[config.mk]
export PLATFORM = sky130hd
export DESIGN_NAME = circular_deque
export DESIGN_NICKNAME = d
export VERILOG_FILES = /design/src/sv/cdq_pkg.sv /design/src/sv/circular_deque.sv /design/src/sv/cdq_cell.sv
export VERILOG_INCLUDE_DIRS = /design/src /design/src/sv
export SDC_FILE = /design/constraint.sdc
export NUM_CORES = 1
export LEC_CHECK = 0
export CORE_MARGIN = 5
export CORE_UTILIZATION = 35
export CTS_BUF_LIST = sky130_fd_sc_hd__clkbuf_4
export DETAILED_ROUTE_END_ITERATION = 7
export DONT_BUFFER_PORTS = 1
export SETUP_SLACK_MARGIN = 0.05
export SYNTH_ARGS = -nofsm -noshare
export SYNTH_HDL_FRONTEND = slang
export SYNTH_HIERARCHICAL = 1
export SYNTH_SLANG_ARGS = --single-unit
[constraint.sdc]
create_clock -name clk -period 8.22 [get_ports clk]
set_input_delay 0.411 -clock clk [delete_from_list [all_inputs] [get_ports clk]]
set_output_delay 0.411 -clock clk [all_outputs]
set_load 0.02 [all_outputs]
[src/sv/circular_deque_assert.svh]
// Assertion macros for the deque; clock and reset come from the including module.
`ifndef CIRCULAR_DEQUE_ASSERT_SVH
`define CIRCULAR_DEQUE_ASSERT_SVH

// Check a property on every clock edge outside reset.
`define CDQ_ASSERT(lbl, prop, msg) \
	lbl: assert property (@(posedge clk) disable iff (!arst_n) (prop)) else $error(msg);

// Check that a trigger is followed in the next cycle by a consequence.
`define CDQ_ASSERT_NEXT(lbl, trig, cons, msg) \
	lbl: assert property (@(posedge clk) disable iff (!arst_n) (trig) |=> (cons)) \
		else $error(msg);

`endif

[src/sv/cdq_pkg.sv]
package cdq_pkg;

	localparam int DEPTH = 8;

	localparam logic [1:0] CMD_PUSH_FRONT = 2'd0;
	localparam logic [1:0] CMD_PUSH_BACK  = 2'd1;
	localparam logic [1:0] CMD_POP_FRONT  = 2'd2;
	localparam logic [1:0] CMD_POP_BACK   = 2'd3;

	localparam logic [1:0] ST_OK    = 2'd0;
	localparam logic [1:0] ST_FULL  = 2'd1;
	localparam logic [1:0] ST_EMPTY = 2'd2;

	typedef struct packed {
		logic [1:0]         cmd;
		logic signed [31:0] push_value;
	} cdq_req_t;

	typedef struct packed {
		logic signed [31:0] pop_value;
		logic [1:0]         status;
		logic               is_empty;
	} cdq_rsp_t;

	// One operation broadcast to every cell of the chain.
	typedef struct packed {
		logic shift_in;   // push front: every cell takes its left neighbor
		logic shift_out;  // pop front: every cell takes its right neighbor
		logic append;     // push back: first free cell loads the value
		logic trim;       // pop back: last occupied cell empties
	} cdq_ctrl_t;

endpackage

[src/sv/circular_deque.sv]
// Double-ended queue of DEPTH 32-bit signed elements, held as a row of cells
// ordered from front (cell 0) to back. Busy stays low, so a command may be
// issued on every cycle, and its result appears on rsp with rsp_valid high in
// the cycle after start is seen. The result is marked valid for that single
// cycle only; the receiver must take it then. A push front shifts the whole
// row toward the back, a pop front shifts it toward the front; push back fills
// the first free cell and pop back empties the cell at the tail. A push into a
// full queue reports full and changes nothing; a pop from an empty queue
// reports empty and returns zero.
module circular_deque (
	input  logic             clk,
	input  logic             arst_n,
	input  logic             start,
	output logic             busy,
	input  cdq_pkg::cdq_req_t req,
	output logic             rsp_valid,
	output cdq_pkg::cdq_rsp_t rsp
);
	import cdq_pkg::*;

	`include "circular_deque_assert.svh"

	logic signed [31:0] cell_val [DEPTH];
	logic [DEPTH-1:0]   occ;
	logic [DEPTH-1:0]   tail;
	logic signed [31:0] tail_val;
	logic               empty;
	logic               full;
	logic               last_one;
	cdq_ctrl_t          ctrl;
	cdq_rsp_t           rsp_d;
	cdq_rsp_t           rsp_q;
	logic               rsp_valid_q;
	logic               pop_front_go;
	int                 occ_count;

	assign empty    = !occ[0];
	assign full     = occ[DEPTH-1];
	assign last_one = occ[0] && !occ[1];
	assign busy     = 1'b0;

	// Pick the back element: the occupied cell whose right neighbor is free.
	always_comb begin
		tail_val = '0;
		for (int i = 0; i < DEPTH; i++) begin
			tail[i] = occ[i] && ((i == DEPTH - 1) ? 1'b1 : !occ[(i + 1) % DEPTH]);
			if (tail[i]) begin
				tail_val = tail_val | cell_val[i];
			end
		end
	end

	always_comb begin
		ctrl            = '0;
		rsp_d.pop_value = '0;
		rsp_d.status    = ST_OK;
		rsp_d.is_empty  = empty;
		unique case (req.cmd) inside
			CMD_PUSH_FRONT, CMD_PUSH_BACK: begin
				if (full) begin
					rsp_d.status = ST_FULL;
				end else begin
					ctrl.shift_in  = (req.cmd == CMD_PUSH_FRONT);
					ctrl.append    = (req.cmd == CMD_PUSH_BACK);
					rsp_d.is_empty = 1'b0;
				end
			end
			CMD_POP_FRONT, CMD_POP_BACK: begin
				if (empty) begin
					rsp_d.status = ST_EMPTY;
				end else begin
					ctrl.shift_out  = (req.cmd == CMD_POP_FRONT);
					ctrl.trim       = (req.cmd == CMD_POP_BACK);
					rsp_d.pop_value = (req.cmd == CMD_POP_FRONT) ? cell_val[0] : tail_val;
					rsp_d.is_empty  = last_one;
				end
			end
			default: ;
		endcase
		if (!start) begin
			ctrl = '0;
		end
	end

	for (genvar g = 0; g < DEPTH; g++) begin : g_cell
		logic signed [31:0] left_val;
		logic               left_occ;
		logic signed [31:0] right_val;
		logic               right_occ;

		if (g == 0) begin : g_head
			assign left_val = req.push_value;
			assign left_occ = 1'b1;
		end else begin : g_mid
			assign left_val = cell_val[g-1];
			assign left_occ = occ[g-1];
		end

		if (g == DEPTH - 1) begin : g_end
			assign right_val = '0;
			assign right_occ = 1'b0;
		end else begin : g_inner
			assign right_val = cell_val[g+1];
			assign right_occ = occ[g+1];
		end

		cdq_cell u_cell (
			.clk        (clk),
			.arst_n     (arst_n),
			.ctrl       (ctrl),
			.push_value (req.push_value),
			.left_val   (left_val),
			.left_occ   (left_occ),
			.right_val  (right_val),
			.right_occ  (right_occ),
			.val        (cell_val[g]),
			.occ        (occ[g])
		);
	end

	// Register the result of each started command; it is held until the next start.
	always_ff @(posedge clk) begin
		if (start) begin
			rsp_q <= rsp_d;
		end
	end

	always_ff @(posedge clk or negedge arst_n) begin
		if (!arst_n) begin
			rsp_valid_q <= 1'b0;
		end else begin
			rsp_valid_q <= start;
		end
	end

	assign rsp_valid = rsp_valid_q;
	assign rsp       = rsp_q;

	assign pop_front_go = start && (req.cmd == CMD_POP_FRONT) && occ[0];
	assign occ_count    = $countones(occ);

	`CDQ_ASSERT(a_occ_packed, (occ & (occ + 1'b1)) == '0, "occupancy not packed at the front")
	`CDQ_ASSERT_NEXT(a_rsp_follows, start, rsp_valid, "command without a result")
	`CDQ_ASSERT(a_full_not_empty, !(rsp_valid && rsp.status == ST_FULL && rsp.is_empty), "full on empty")
	`CDQ_ASSERT_NEXT(a_pop_shrinks, pop_front_go, $past(occ_count) == occ_count + 1, "pop miscount")

endmodule

[src/sv/cdq_cell.sv]
module cdq_cell (
	input  logic               clk,
	input  logic               arst_n,
	input  cdq_pkg::cdq_ctrl_t ctrl,
	input  logic signed [31:0] push_value,
	input  logic signed [31:0] left_val,
	input  logic               left_occ,
	input  logic signed [31:0] right_val,
	input  logic               right_occ,
	output logic signed [31:0] val,
	output logic               occ
);
	import cdq_pkg::*;

	logic signed [31:0] val_q;
	logic               occ_q;

	always_ff @(posedge clk) begin
		if (ctrl.shift_in) begin
			val_q <= left_val;
		end else if (ctrl.shift_out) begin
			val_q <= right_val;
		end else if (ctrl.append && !occ_q && left_occ) begin
			val_q <= push_value;
		end
	end

	always_ff @(posedge clk or negedge arst_n) begin
		if (!arst_n) begin
			occ_q <= 1'b0;
		end else if (ctrl.shift_in) begin
			occ_q <= left_occ;
		end else if (ctrl.shift_out) begin
			occ_q <= right_occ;
		end else if (ctrl.append && !occ_q && left_occ) begin
			occ_q <= 1'b1;
		end else if (ctrl.trim && occ_q && !right_occ) begin
			occ_q <= 1'b0;
		end
	end

	assign val = val_q;
	assign occ = occ_q;

endmodule
==> flow_summary.json, run 1 <==
{
  "max_cap_violations": 0,
  "placed_area_sq_mm": 0.0167,
  "hp-class": "input port to flip-flop",
  "grt.total_usage_pct": 16.6,
  "cts_buffer_depth": 3,
  "cts_root_buf": "clkbuf_4",
  "fin_tns_setup_ns": 0,
  "rsz0062_at_grt": "false",
  "yosysSeqAreaShare_pct": 54.4,
  "path_buf_inv": 2,
  "die_y_um": 227,
  "grt_overflow": 0,
  "critPathArrivalTime_ns": 3.94,
  "antenna_found_initial": 9,
  "first_global_vias": 11413,
  "place.gp.congestion": 0.755,
  "core_sq_mm": 0.0466,
  "max_slew_margin_pct": 20.2,
  "ir_drop_v": 0.000146,
  "synth_top_area_share_pct": 53.0,
  "fin_area_sq_mm": 0.0181,
  "finalClockSkew_ns": 0.0464,
  "fill_cells": 4475,
  "fin_crit_sh_pct": 42.6,
  "total_power_w": 0.00485,
  "cts_buffers": 82,
  "wl_per_cell_um": 20.4,
  "htreeDepth": 3,
  "start_util_pct": 35.4,
  "drtIter0Drc": 1251,
  "critPathCaptureType": "flip-flop",
  "num_vias": 11920,
  "drive_gt1_share_pct": 11.5,
  "fin_nets": 1530,
  "fmax_ghz": 0.285,
  "status": "finished, final reports clean",
  "clkTransAtPathRegs_ns": 0.06,
  "port_buffers": 0,
  "area.growth.synth_to_final_pct": 10.1,
  "worstPathMaxFanout": 160,
  "period_needed_ns": 3.50,
  "insertion_delay_ns": 0.75,
  "drt-total-wl_um": 44200,
  "grt_max_degree": 289,
  "antenna_left": 0,
  "cts_resized": 0,
  "grt_pass1_wl_um": 67200,
  "cts_tree": "done",
  "slowest_delay_ns": 1.01,
  "cp-start-kind": "flip-flop",
  "ys_seq_elements": 300,
  "cts_sinks": 300,
  "dp_hpwl_um": 23300,
  "critPathKind": "flip-flop to flip-flop",
  "p_leak_nw": 5.48,
  "cpMaxStageDelayCell": "buf_4",
  "die_area_sq_mm": 0.0515,
  "yosysTopAreaCell": "edfxtp_1",
  "firstDrtPassIters": 6,
  "die_w_um": 227,
  "cp_top_family": "buffers and inverters",
  "final_max_slew_viol_count": 0,
  "hold_viol": 0,
  "setup_violations": 0,
  "num_rows": 79,
  "final_cell_mix": "edfxtp_1, mux2i_1, nand2_1, o21ai_1, clkbuf_4",
  "p_per_area_mw_per_mm2": 267,
  "io_pins": 74,
  "drc": 0,
  "crit_required_ns": 8.66,
  "final_common_cell": "edfxtp_1",
  "synth.avg_cell_area_sq_um": 11.5,
  "syn_area_sq_mm": 0.0165,
  "path_cells": "nand2_1 -> nor3_2 -> buf_12 -> buf_4 -> mux2i_1 -> o21ai_1",
  "synth_warnings": 6,
  "tightest_slew_ns": 1.19,
  "synthTopCellsByArea": "edfxtp_1, mux2i_1, o21ai_1",
  "vias_per_cell": 5.51,
  "ys_types": 32,
  "syn_inst": 1433
}
-- synthesized netlist by cell type --
cell        n
edfxtp_1  291
nand2_1   267
mux2i_1   264
o21ai_1   240
a22oi_1    94
buf_2      45
a31oi_1    40
a221o_1    30
buf_8      24
clkbuf_1   24
buf_6      20
nand2b_1   16
o21ai_0    16
dfrtp_1     9
nand3_1     9
nor2_1      9
nand3b_1    8
nor2b_1     5
buf_4       4
a21o_1      2
a222oi_1    2
conb_1      2
inv_1       2
nor2b_2     2
a21oi_1     1
a22o_1      1
and2b_1     1
nor3_1      1
nor3_4      1
nor3b_1     1
nor4_1      1
nor4b_1     1
-- cell type report --
| type | count | area (sq um) | area share [%] |
|---|---|---|---|
| diodes | 2 | 5.00 | 0.0276 |
| clock buffers | 132 | 991 | 5.46 |
| clock inverters | 14 | 56.3 | 0.310 |
| inverters | 2 | 7.51 | 0.0414 |
| multi-input cells | 1049 | 6780 | 37.4 |
| flip-flops and latches | 300 | 8960 | 49.4 |
| well taps | 607 | 759 | 4.18 |
| repair buffers | 58 | 583 | 3.21 |
-- metrics by stage --
| step | hold slack (ns) | std cells | util (%) | setup WS (ns) |
|---|---|---|---|---|
| 4_1_cts | 0.0629 | 2162 | 39.0 | 4.81 |
| 5_1_grt | 0.117 | 2163 | 39.0 | 4.55 |
| 6_report | 0.137 | 2164 | 39.0 | 4.72 |
| 3_3_place_gp | 0.116 | 1979 | 35.9 | 4.85 |
| 3_5_place_dp | 0.116 | 1979 | 35.9 | 4.82 |
| 2_1_floorplan | 0.115 | 1468 | - | 3.91 |
-- tightest hold or removal path, cell delays in order --
cell      delay (ns)
nor4b_2         0.21
nand3b_1        0.14
a31oi_1         0.09
-- cells by family (layout without fill, tap and decap cells) --
| family | count (synthesis) | count (layout) | synth area share, % |
|---|---|---|---|
| DFF | 300 | 300 | 54.4 |
| AOI/OAI and AO/OA | 426 | 426 | 15.7 |
| muxes | 264 | 264 | 16.0 |
| and+or+nand+nor | 322 | 322 | 8.14 |
| buffers and inverters | 119 | 206 | 5.69 |
| other | 2 | 39 | 0.0456 |
-- path summary, 6_finish.rpt --
path / from / endpoint / slack (ns) / cells after the start
setup / recovery: g_cell[0].u_cell/occ / g_cell[5].u_cell/val[8] / 4.72 / 6
hold / removal: req[32] / g_cell[5].u_cell/occ / 0.14 / 3
setup reg to reg: g_cell[0].u_cell/occ / g_cell[5].u_cell/val[8] / 4.72 / 6
hold reg to reg: g_cell[0].u_cell/val[0] / g_cell[1].u_cell/val[0] / 0.55 / 2
max in group asynchronous: arst_n / g_cell[7].u_cell/occ / 7.23 / 2
min in group asynchronous: arst_n / g_cell[2].u_cell/occ / 0.61 / 2
-- per-layer routing --
layer,track usage [%],share of wire [%],routed length (um),vias up
li1,-,-,-,5584
met1,23.4,45,19900,5803
met2,25.5,45,19900,454
met3,3.82,8.2,3630,67
met4,5.48,1.7,743,12
met5,0,0.17,76,-
-- sequential cells by signal, summed over array words and instances, names as in the netlist --
name	count
rsp_valid	1
rsp	35
g_cell.u_cell/occ	8
g_cell.u_cell/val	256
-- power by group --
part | switching (W) | internal, W
logic | 0.000807 | 0.000412
registers | 0.000240 | 0.00203
clock network | 0.000644 | 0.000723
total | 0.00169 | 0.00316
-- repair_timing --
action / CTS / global route
buffers inserted: 0 / 0
endpoints found under the setup margin: 0 / 0
endpoints found under the hold margin: 312 / 0
hold buffers: 37 / 0
Power figures use the tool's default switching activity.
==> run 2: changes to the inputs <==
clock period = 3.3 ns   (was 8.22 ns; I/O delays follow)
==> flow_summary.json, run 2 (synthesis gave the netlist of run 1 again) <==
{
  "start_util_pct": 35.4,
  "critPathCaptureType": "flip-flop",
  "drc": 0,
  "path_cells": "nand2_1 -> nor3_2 -> buf_12 -> mux2i_1 -> o21ai_1",
  "p_leak_nw": 5.59,
  "p_per_area_mw_per_mm2": 658,
  "finalClockSkew_ns": 0.0593,
  "htreeDepth": 3,
  "period_needed_ns": 2.47,
  "first_global_vias": 11530,
  "slowest_delay_ns": 0.63,
  "grt_overflow": 0,
  "num_vias": 11883,
  "grt.busiest_layer": "met2",
  "cts_root_buf": "clkbuf_4",
  "fin_crit_sh_pct": 74.7,
  "cp_top_family": "buffers and inverters",
  "cp.depth": 5,
  "cp-start-kind": "flip-flop",
  "power_frac_seq_pct": 46.7,
  "critPathArrivalTime_ns": 2.95,
  "core_sq_mm": 0.0466,
  "firstDrtPassIters": 8,
  "drt-total-wl_um": 43600,
  "dp_hpwl_um": 24800,
  "cts_sinks": 300,
  "grt_use_met1_pct": 23.3,
  "grt_max_degree": 187,
  "drive_gt1_share_pct": 12.1,
  "vias_per_cell": 5.46,
  "final_common_cell": "edfxtp_1",
  "die_area_sq_mm": 0.0515,
  "worstPathMaxFanout": 136,
  "cpMaxStageDelayCell": "buf_12",
  "hold_viol": 0,
  "endpoint": "g_cell[6].u_cell/val[13]",
  "critPathLaunch": "g_cell[0].u_cell/occ",
  "holdPathStages": 3,
  "cts_tree": "done",
  "r2r_cells": 5,
  "die_w_um": 227,
  "sw_frac_of_total_pct": 34.4,
  "tightest_slew_ns": 1.05,
  "use_met3_pct": 3.47,
  "io_pins": 74,
  "use_met2_pct": 25.8,
  "antenna_found_initial": 6,
  "internal_power_w": 0.00794,
  "final_max_slew_viol_count": 0,
  "max_slew_margin_pct": 30.0,
  "num_rows": 79,
  "fmax_ghz": 0.406,
  "max_cap_violations": 0,
  "wl_per_cell_um": 20.0,
  "rrSetupSlack_ns": 0.83,
  "insertion_delay_ns": 0.78,
  "setup_ws_ns": 0.834,
  "finalNonFillerCells": 2177,
  "ir_drop_v": 0.000386,
  "setup_violations": 0,
  "r2r-end": "g_cell[6].u_cell/val[13]",
  "die_y_um": 227,
  "path_buf_inv": 1,
  "pwr-share-clk_pct": 27.5,
  "antenna_left": 0,
  "cts_buffers": 83,
  "largest_reg_flops": 256,
  "area.growth.synth_to_final_pct": 11.6,
  "cts_buffer_depth": 3,
  "rsz0062_at_grt": "false",
  "hp-class": "input port to flip-flop",
  "status": "finished, final reports clean",
  "critPathKind": "flip-flop to flip-flop",
  "pwr-share-comb_pct": 25.8,
  "grt.total_usage_pct": 16.6,
  "cts_resized": 0,
  "drtIter0Drc": 1237,
  "crit_required_ns": 3.79,
  "final_cell_mix": "edfxtp_1, mux2i_1, nand2_1, o21ai_1, clkbuf_4",
  "rr_startpoint": "g_cell[0].u_cell/occ",
  "port_buffers": 0,
  "dp_cells": 2001,
  "fin_tns_setup_ns": 0,
  "clkTransAtPathRegs_ns": 0.06,
  "p_sw_w": 0.00417,
  "grt_pass1_wl_um": 67200,
  "holdWs_ns": 0.0647,
  "place.gp.congestion": 0.765,
  "fin_nets": 1554,
  "pre_cts_ws_ns": 0.926
}
==> run 2: cell types whose count changed in the layout (fill, tap and decap cells not counted) <==
cell           delta
clkbuf_4         -10
diode_2           +1
bufinv_16         +1
buf_4            +13
nor4_4            +1
dlygate4sd3_1     +1
buf_12            +9
nor4_2            -1
inv_2             -2
nor4b_2           -1
nor4b_1           +1
==> run 2: worst min path at each step <==
stage,startpoint,to
3_5_place_dp,arst_n,rsp_valid
4_1_cts,req[33],rsp[21]
2_1_floorplan,arst_n,g_cell[0].u_cell/occ
5_1_grt,req[33],rsp[21]
3_3_place_gp,arst_n,rsp_valid
6_report,req[33],rsp[21]
==> run 2: power by group through the flow <==
stage,sequential (W),combinational (W),clock (W)
2_1_floorplan,0.00552,0.00213,0
3_3_place_gp,0.00572,0.00298,0
3_5_place_dp,0.00573,0.00302,0
4_1_cts,0.00566,0.00313,0.00347
5_1_grt,0.00573,0.00337,0.00367
6_report,0.00566,0.00313,0.00333
==> run 2: tightest hold or removal path: stages <==
cell and delay [ns]:
nand2_1 0.12, a21oi_4 0.15, a21o_1 0.21
==> run 2: timing repair <==
| item | CTS | global route |
|---|---|---|
| hold endpoints to repair | 314 | 0 |
| buffers inserted | 0 | 0 |
| hold buffers | 38 | 0 |
==> run 2: layout make-up <==
cell class,instances,area (sq um)
Tap cell,607,759
Clock inverter,13,78.8
Antenna cell,3,7.51
Fill cell,4425,28200
Inverter,2,7.51
Sequential cell,300,8960
Clock buffer,122,916
Timing Repair Buffer,81,871
Multi-Input combinational cell,1049,6790
==> run 2: stage by stage <==
step | instance area (sq um) | power [W] | util (%)
floorplan | 16600 | 0.00765 | -
global placement | 17000 | 0.00869 | 36.5
detailed placement | 17000 | 0.00875 | 36.5
CTS | 18400 | 0.0123 | 39.5
global route | 18400 | 0.0128 | 39.5
finish | 18400 | 0.0121 | 39.5
==> run 2: layer usage <==
metal / wire length (um) / share of wire, % / vias to the layer above
met5: 25 / 0.057 / -
met4: 782 / 1.8 / 4
met3: 3160 / 7.3 / 58
met2: 20000 / 46 / 415
met1: 19700 / 45 / 5770
li1: - / - / 5636
